File: src/design/dapt_pkg.sv
// dapt_pkg: types, codes and character classes shared by the digest auth
// parameter tokenizer modules. No dependencies.

package dapt_pkg;

    // parser state codes
    localparam logic [2:0] ST_SPACE  = 3'd0;
    localparam logic [2:0] ST_NAME   = 3'd1;
    localparam logic [2:0] ST_EQUALS = 3'd2;
    localparam logic [2:0] ST_VALUE  = 3'd3;
    localparam logic [2:0] ST_QUOTED = 3'd4;
    localparam logic [2:0] ST_ESCAPE = 3'd5;
    localparam logic [2:0] ST_AFTER  = 3'd6;

    // request action codes
    localparam logic ACT_BYTE = 1'b0;
    localparam logic ACT_END  = 1'b1;

    // character kind codes
    localparam logic [1:0] KIND_SKIP  = 2'd0;
    localparam logic [1:0] KIND_NAME  = 2'd1;
    localparam logic [1:0] KIND_VALUE = 2'd2;

    // status codes
    localparam logic [1:0] STAT_RUN    = 2'd0;
    localparam logic [1:0] STAT_ERROR  = 2'd1;
    localparam logic [1:0] STAT_ACCEPT = 2'd2;

    // special characters
    localparam logic [7:0] CH_EQUALS = 8'h3D;
    localparam logic [7:0] CH_QUOTE  = 8'h22;
    localparam logic [7:0] CH_BSLASH = 8'h5C;
    localparam logic [7:0] CH_COMMA  = 8'h2C;
    localparam logic [7:0] CH_USCORE = 8'h5F;
    localparam logic [7:0] CH_DASH   = 8'h2D;
    localparam logic [7:0] CH_SPACE  = 8'h20;
    localparam logic [7:0] CH_TAB    = 8'h09;
    localparam logic [7:0] CH_CR     = 8'h0D;

    typedef struct packed {
        logic       action;
        logic [7:0] text_byte;
    } dapt_in_t;

    typedef struct packed {
        logic [1:0] char_kind;
        logic [7:0] out_byte;
        logic       pair_done;
        logic [1:0] status;
    } dapt_out_t;

    // parser context carried between requests
    typedef struct packed {
        logic [2:0] parse_state;
        logic       error_seen;
    } dapt_ctx_t;

    function automatic logic is_alnum(input logic [7:0] c);
        return (c >= 8'h30 && c <= 8'h39) || (c >= 8'h61 && c <= 8'h7A)
            || (c >= 8'h41 && c <= 8'h5A);
    endfunction

    function automatic logic is_space(input logic [7:0] c);
        return (c == CH_SPACE) || (c >= CH_TAB && c <= CH_CR);
    endfunction

endpackage

File: src/design/dapt_step.sv
// dapt_step: combinational parser step for one request, giving the next
// parser context and the result. Depends on dapt_pkg.

module dapt_step (
    input  dapt_pkg::dapt_ctx_t ctx,
    input  dapt_pkg::dapt_in_t  item,
    output dapt_pkg::dapt_ctx_t ctx_next,
    output dapt_pkg::dapt_out_t result
);
    import dapt_pkg::*;

    logic [7:0] c;
    logic       name_ch;
    logic       err;
    logic [2:0] st_next;
    logic [1:0] kind;
    logic [7:0] ob;
    logic       done;

    assign c       = item.text_byte;
    assign name_ch = is_alnum(c) || (c == CH_USCORE) || (c == CH_DASH);

    // state transition for a text byte
    always_comb
    begin
        err     = 1'b0;
        st_next = ctx.parse_state;
        kind    = KIND_SKIP;
        ob      = 8'd0;
        done    = 1'b0;
        unique case (ctx.parse_state)
            ST_SPACE:
            begin
                if (name_ch)
                begin
                    kind    = KIND_NAME;
                    ob      = c;
                    st_next = ST_NAME;
                end
                else if (!is_space(c))
                    err = 1'b1;
            end
            ST_NAME:
            begin
                if (c == CH_EQUALS)
                    st_next = ST_EQUALS;
                else if (name_ch)
                begin
                    kind = KIND_NAME;
                    ob   = c;
                end
                else
                    err = 1'b1;
            end
            ST_EQUALS:
            begin
                if (is_alnum(c) || c == CH_USCORE)
                begin
                    kind    = KIND_VALUE;
                    ob      = c;
                    st_next = ST_VALUE;
                end
                else if (c == CH_QUOTE)
                    st_next = ST_QUOTED;
                else
                    err = 1'b1;
            end
            ST_QUOTED:
            begin
                if (c == CH_BSLASH)
                    st_next = ST_ESCAPE;
                else if (c == CH_QUOTE)
                begin
                    done    = 1'b1;
                    st_next = ST_AFTER;
                end
                else
                begin
                    kind = KIND_VALUE;
                    ob   = c;
                end
            end
            ST_ESCAPE:
            begin
                kind    = KIND_VALUE;
                ob      = c;
                st_next = ST_QUOTED;
            end
            ST_VALUE:
            begin
                if (is_space(c))
                begin
                    done    = 1'b1;
                    st_next = ST_AFTER;
                end
                else if (c == CH_COMMA)
                begin
                    done    = 1'b1;
                    st_next = ST_SPACE;
                end
                else
                begin
                    kind = KIND_VALUE;
                    ob   = c;
                end
            end
            ST_AFTER:
            begin
                if (c == CH_COMMA)
                    st_next = ST_SPACE;
                else if (!is_space(c))
                    err = 1'b1;
            end
            default:
                err = 1'b1;
        endcase
    end

    // select between end request, ignored byte, syntax error and parsed byte
    always_comb
    begin
        ctx_next = ctx;
        result   = '{char_kind: KIND_SKIP, out_byte: 8'd0, pair_done: 1'b0,
                     status: STAT_RUN};
        if (item.action == ACT_END)
        begin
            ctx_next.parse_state = ST_SPACE;
            ctx_next.error_seen  = 1'b0;
            if (!ctx.error_seen && ctx.parse_state == ST_VALUE)
            begin
                result.pair_done = 1'b1;
                result.status    = STAT_ACCEPT;
            end
            else if (!ctx.error_seen && ctx.parse_state == ST_AFTER)
                result.status = STAT_ACCEPT;
            else
                result.status = STAT_ERROR;
        end
        else if (ctx.error_seen)
            result.status = STAT_ERROR;
        else if (err)
        begin
            ctx_next.error_seen = 1'b1;
            result.status       = STAT_ERROR;
        end
        else
        begin
            ctx_next.parse_state = st_next;
            result.char_kind     = kind;
            result.out_byte      = ob;
            result.pair_done     = done;
        end
    end

endmodule

File: src/design/digest_auth_param_tokenizer.sv
// digest_auth_param_tokenizer: top level, input register, parser context and
// result register around dapt_step. Depends on dapt_pkg and dapt_step.
//
// Usage:
//   Header text enters on the byte channel (byte_valid/byte_ready/byte_item),
//   one request per character, followed by an end request (action = 1).
//   Each request yields exactly one result on the token channel
//   (tok_valid/tok_ready/tok_item): the character kind, the character for
//   names and values, a pair-complete flag and the running status.
//   After a syntax error, bytes are ignored and report error until the end
//   request, which reports accept or error and returns the parser to idle.
//   A request accepted into the input register passes through the parser
//   step into the result register, where tok_valid presents it (input
//   register, then result register). Throughput: one request per cycle
//   while the receiver takes results, set by the combinational parser step
//   between the two registers.
//   Reset clears both valid flags and the parser context (leading space,
//   no error). When the receiver stalls, the result register holds and the
//   input register takes one more request; byte_ready then drops until the
//   result is taken.

module digest_auth_param_tokenizer (
    input  logic                clk,
    input  logic                rst_n,
    input  logic                byte_valid,
    output logic                byte_ready,
    input  dapt_pkg::dapt_in_t  byte_item,
    output logic                tok_valid,
    input  logic                tok_ready,
    output dapt_pkg::dapt_out_t tok_item
);
    import dapt_pkg::*;

    logic      s1_valid_reg;
    dapt_in_t  s1_item_reg;
    logic      out_valid_reg;
    dapt_out_t out_item_reg;
    dapt_ctx_t ctx_reg;
    dapt_ctx_t ctx_next;
    dapt_out_t result;
    logic      advance;
    logic      step;

    // pipeline handshake
    assign advance    = !out_valid_reg || tok_ready;
    assign step       = s1_valid_reg && advance;
    assign byte_ready = !s1_valid_reg || advance;

    dapt_step u_step (
        .ctx      (ctx_reg),
        .item     (s1_item_reg),
        .ctx_next (ctx_next),
        .result   (result)
    );

    // control registers
    always_ff @(posedge clk or negedge rst_n)
    begin
        if (!rst_n)
        begin
            s1_valid_reg  <= 1'b0;
            out_valid_reg <= 1'b0;
            ctx_reg       <= '{parse_state: ST_SPACE, error_seen: 1'b0};
        end
        else
        begin
            if (byte_ready)
                s1_valid_reg <= byte_valid;
            if (advance)
                out_valid_reg <= s1_valid_reg;
            if (step)
                ctx_reg <= ctx_next;
        end
    end

    // payload registers
    always_ff @(posedge clk)
    begin
        if (byte_ready && byte_valid)
            s1_item_reg <= byte_item;
        if (step)
            out_item_reg <= result;
    end

    assign tok_valid = out_valid_reg;
    assign tok_item  = out_item_reg;

endmodule

File: config.mk
export PLATFORM = sky130hd
export DESIGN_NAME = digest_auth_param_tokenizer
export DESIGN_NICKNAME = d
export VERILOG_FILES = /design/src/design/dapt_pkg.sv /design/src/design/dapt_step.sv /design/src/design/digest_auth_param_tokenizer.sv
export SDC_FILE = /design/constraint.sdc
export NUM_CORES = 1
export LEC_CHECK = 0
export BUFFER_PORTS_ARGS = -buffer_cell sky130_fd_sc_hd__buf_2
export CAP_MARGIN = 30
export CORE_ASPECT_RATIO = 1.1
export CORE_MARGIN = 2
export CORE_UTILIZATION = 53
export CTS_BUF_LIST = sky130_fd_sc_hd__clkbuf_2
export DETAILED_ROUTE_END_ITERATION = 7
export PLACE_DENSITY = 0.79
export RECOVER_POWER = 100
export SYNTH_ARGS = -nofsm -noshare
export SYNTH_HDL_FRONTEND = slang
export SYNTH_SLANG_ARGS = --single-unit
File: constraint.sdc
create_clock -name clk -period 2.28 [get_ports clk]
set_clock_uncertainty 0.05 [all_clocks]
set_input_delay 0.342 -clock clk [delete_from_list [all_inputs] [get_ports clk]]
set_output_delay 0.342 -clock clk [all_outputs]
set_load 0.03 [all_outputs]
==> summary.md <==
| Metric | Value |
|---|---|
| Outcome | `completed` |
| CP arrival | `2.51 ns` |
| R2R Path End | `ctx_reg[3]` |
| Sequential share of the synthesized area | `46.8%` |
| # rows | `21` |
| Io pins | `28` |
| Vias in the first global route | `1,481` |
| Vias per cell | `6.55` |
| Final core utilization | `68.7%` |
| TNS Setup | `0 ns` |
| P_int | `993 uW` |
| LEAKAGE | `0.000823 uW` |
| Drt first pass iters | `5` |
| FF+latch area | `811 um^2` |
| Remaining Overflow, GRT | `0` |
| Worst skew pair latency | `0.37 ns` |
| Worst reg-to-reg setup slack | `0.02 ns` |
| CP endpoint | `ctx_reg[3]` |
| PwrDens | `789 nW/um^2` |
| Post-synthesis compound-gate area fraction | `22.0%` |
| Async set or reset register ratio after synthesis | `21.4%` |
| Initial antenna violation count | `0` |
| Routed vias | `1,618` |
| Crit Reg-Reg Startpoint | `s1_item_reg[0]` |
| CTS tree | `done` |
| DIE WIDTH | `58.5 um` |
| Post-route clock period utilization | `99.3%` |
| XOR/XNOR Fraction of Synth Area | `0.506%` |
| Pin slew with the least headroom to its limit | `0.682 ns` |
| Clk pwr share | `11.4%` |
| RSZ-0062 raised after global routing | `yes` |
| Worst Hold Class | `primary input to register` |
| Sink Count | `28` |
| Mux contribution to synthesized area | `0.578%` |
| GPL Wtd Cong | `0.930` |
| Per-cell routed wire length | `17.1 um` |
| Crit path time final | `2.26 ns` |
| Synth cell types | `56` |
| Sw Share | `40.5%` |
| Worst Setup SP | `s1_item_reg[0]` |
| Antenna-violating nets left | `0` |
| Clk slew on worst S/H paths | `0.25 ns` |
| YS warnings | `0` |
| Final Hold Fails | `0` |
| Synth Area per Inst | `10.6 um^2` |
| CORE AREA | `3070 um^2` |
| Die footprint | `3740 um^2` |
| Most common flop cell mapped by yosys | `edfxtp_1` |
| Drt first-iter violations | `126` |
| Largest net degree at the start of global routing | `17` |
| Number of synthesized register bits | `28` |
| Global Route Usage Sum | `23.0%` |
| Adder-cell share of the synthesized area | `0%` |
| Post-synth EDFFs | `22` |
| Die Ht | `64.0 um` |
| Ant diodes | `0` |
| Largest fanout on the critical path | `5` |
| Clk root buf | `clkbuf_2` |
| # nets final | `227` |
| I/O Buffers | `27` |
| Clock Tree Buf Depth | `2` |
| Worst Setup End Kind | `register` |
| Comb power frac | `44.4%` |
| Share of layout cells above drive strength 1 | `27.2%` |
| Post-Synthesis Cells | `164` |
| DRC viols | `0` |
| Hold Path Cell Cnt | `1` |
| Worst EP required | `2.53 ns` |
| Initial Util | `56.3%` |
| Synth Area in Simple Gates | `26.1%` |
| Worst Reg2Reg Path Length in Cells | `7` |
| Synth Net Count | `177` |
| Sequential power share | `44.2%` |
| First-pass GRT wire length | `6.60 mm` |
| Main combinational cell family by area after synthesis | `simple AND/OR/NAND/NOR gates` |
| Final setup violation count | `0` |
| Crit Path Class | `register to register` |
| Inserted Clock Buffers | `3` |
| Max_slew headroom | `54.4%` |
| Fillers | `244` |
| Max VDD drop | `551 uV` |
| Max reg flops | `13` |
| Routed WL | `4.23 mm` |
| Max-slew violations | `0` |
| Cell Area, Synth | `1730 um^2` |
| H-tree levels | `1` |
| Max_cap viols | `0` |
| Multi-input logic area | `896 um^2` |
| Top achievable clock speed | `0.442 GHz` |
| Startpoint types | `register` |
| NetSw | `675 uW` |
| DP HPWL | `2.97 mm` |
| Area Growth Syn to Fin | `22.0%` |
[synthesized netlist by cell type (2+ instances only)]
| master | count | area share (%) |
|---|---|---|
| o22ai_1 | 3 | 1.1 |
| nor4b_4 | 2 | 2.7 |
| nand4_1 | 2 | 0.72 |
| o21ai_2 | 2 | 1.0 |
| nand2_1 | 13 | 2.8 |
| and4bb_2 | 2 | 1.4 |
| edfxtp_1 | 22 | 38 |
| and2_1 | 4 | 1.4 |
| o211ai_1 | 3 | 1.3 |
| nand3_1 | 3 | 0.87 |
| dfrtp_1 | 6 | 8.7 |
| clkbuf_1 | 3 | 0.65 |
| buf_2 | 4 | 1.2 |
| inv_1 | 6 | 1.3 |
| nor2b_1 | 2 | 0.72 |
| or4_1 | 2 | 0.87 |
| a31oi_1 | 3 | 1.1 |
| o21ai_0 | 7 | 2.0 |
| nand2b_1 | 5 | 1.8 |
| o21ai_1 | 2 | 0.58 |
| and4_1 | 3 | 1.5 |
| o32a_1 | 2 | 1.2 |
| a21oi_1 | 10 | 2.9 |
| a21boi_0 | 2 | 0.87 |
| nand3b_1 | 2 | 0.87 |
| nor2_1 | 9 | 2.0 |
| a32oi_1 | 2 | 1.0 |
| nor3b_1 | 2 | 0.87 |
| o21a_1 | 2 | 0.87 |
| nor3_1 | 2 | 0.58 |
| and3_1 | 7 | 2.5 |
[per-layer routing]
metal	vias up	share of wire, %	GRT usage, %
met5	-	0	0
met4	0	4.9	9.88
met3	31	8.8	3.85
met2	110	49	38.5
met1	736	38	28.8
li1	741	-	-
[cells by family (layout without fill, tap and decap cells)]
| family | Yosys count | in the layout |
|---|---|---|
| AO/OA/AOI/OAI | 51 | 51 |
| XOR/XNOR | 1 | 1 |
| buffers and inverters | 15 | 64 |
| flip-flops | 28 | 28 |
| multiplexers | 1 | 1 |
| AND/OR/NAND/NOR | 68 | 68 |
[how the worst min path moves through the flow]
stage,from,endpoint,slack (ns)
3_3_place_gp,rst_n,ctx_reg[0],0.11
6_report,byte_item[7],s1_item_reg[7],0.07
5_1_grt,byte_item[6],s1_item_reg[6],0.02
3_5_place_dp,rst_n,ctx_reg[2],0.12
4_1_cts,byte_item[8],s1_item_reg[8],0.07
2_1_floorplan,rst_n,ctx_reg[0],-0.004
[worst max-delay path, cell delays in order, from the launching register on]
cell	delay, ns
edfxtp_1	0.51
buf_4	0.20
nor4b_4	0.37
mux2i_1	0.17
o21ai_2	0.21
o2111ai_4	0.15
and2_1	0.19
o32a_1	0.34
[area by class of cell]
type / instances / share of cell area, %
repair buffers: 54 / 15.2
well taps: 34 / 2.01
clock buffers: 4 / 0.948
multi-input cells: 121 / 42.4
inverters: 6 / 1.07
flip-flops and latches: 28 / 38.4
[power by group through the flow]
stage / Combinational [uW] / Sequential, uW / Clock, uW
after detailed placement: 686 / 733 / 0
after global routing: 805 / 745 / 219
after floorplan: 458 / 713 / 0
after global placement: 683 / 730 / 0
after CTS: 692 / 721 / 193
final: 740 / 736 / 191
[cell usage in the layout (no fill, tap or decap), drive strengths merged, types with 4 or more instances in the layout]
cell type,Yosys,routed
nand2b,5,5
a21oi,11,11
dfrtp,6,6
inv,6,6
o21ai,12,12
and2,4,4
edfxtp,22,22
nor2,9,9
nand2,13,13
buf,6,35
clkbuf,3,22
and3,7,7
[repair_timing]
item,CTS,global route
setup buffers,0,2
hold buffers,1,0
gates resized for setup,0,10
endpoints found under the setup margin,0,13
endpoints found under the hold margin,6,0
[through the flow]
step / power, uW / cell area [um^2] / setup WS, ns / std cells / hold slack (ns)
after CTS: 1610 / 2070 / 0.0309 / 245 / 0.0674
after floorplan: 1170 / 1730 / 0.143 / 164 / -0.00359
final: 1670 / 2110 / 0.0161 / 247 / 0.0719
after global routing: 1770 / 2110 / -0.0692 / 247 / 0.0249
after global placement: 1410 / 2040 / 0.104 / 240 / 0.113
after detailed placement: 1420 / 2040 / 0.0675 / 240 / 0.123
Power figures use the tool's default switching activity.
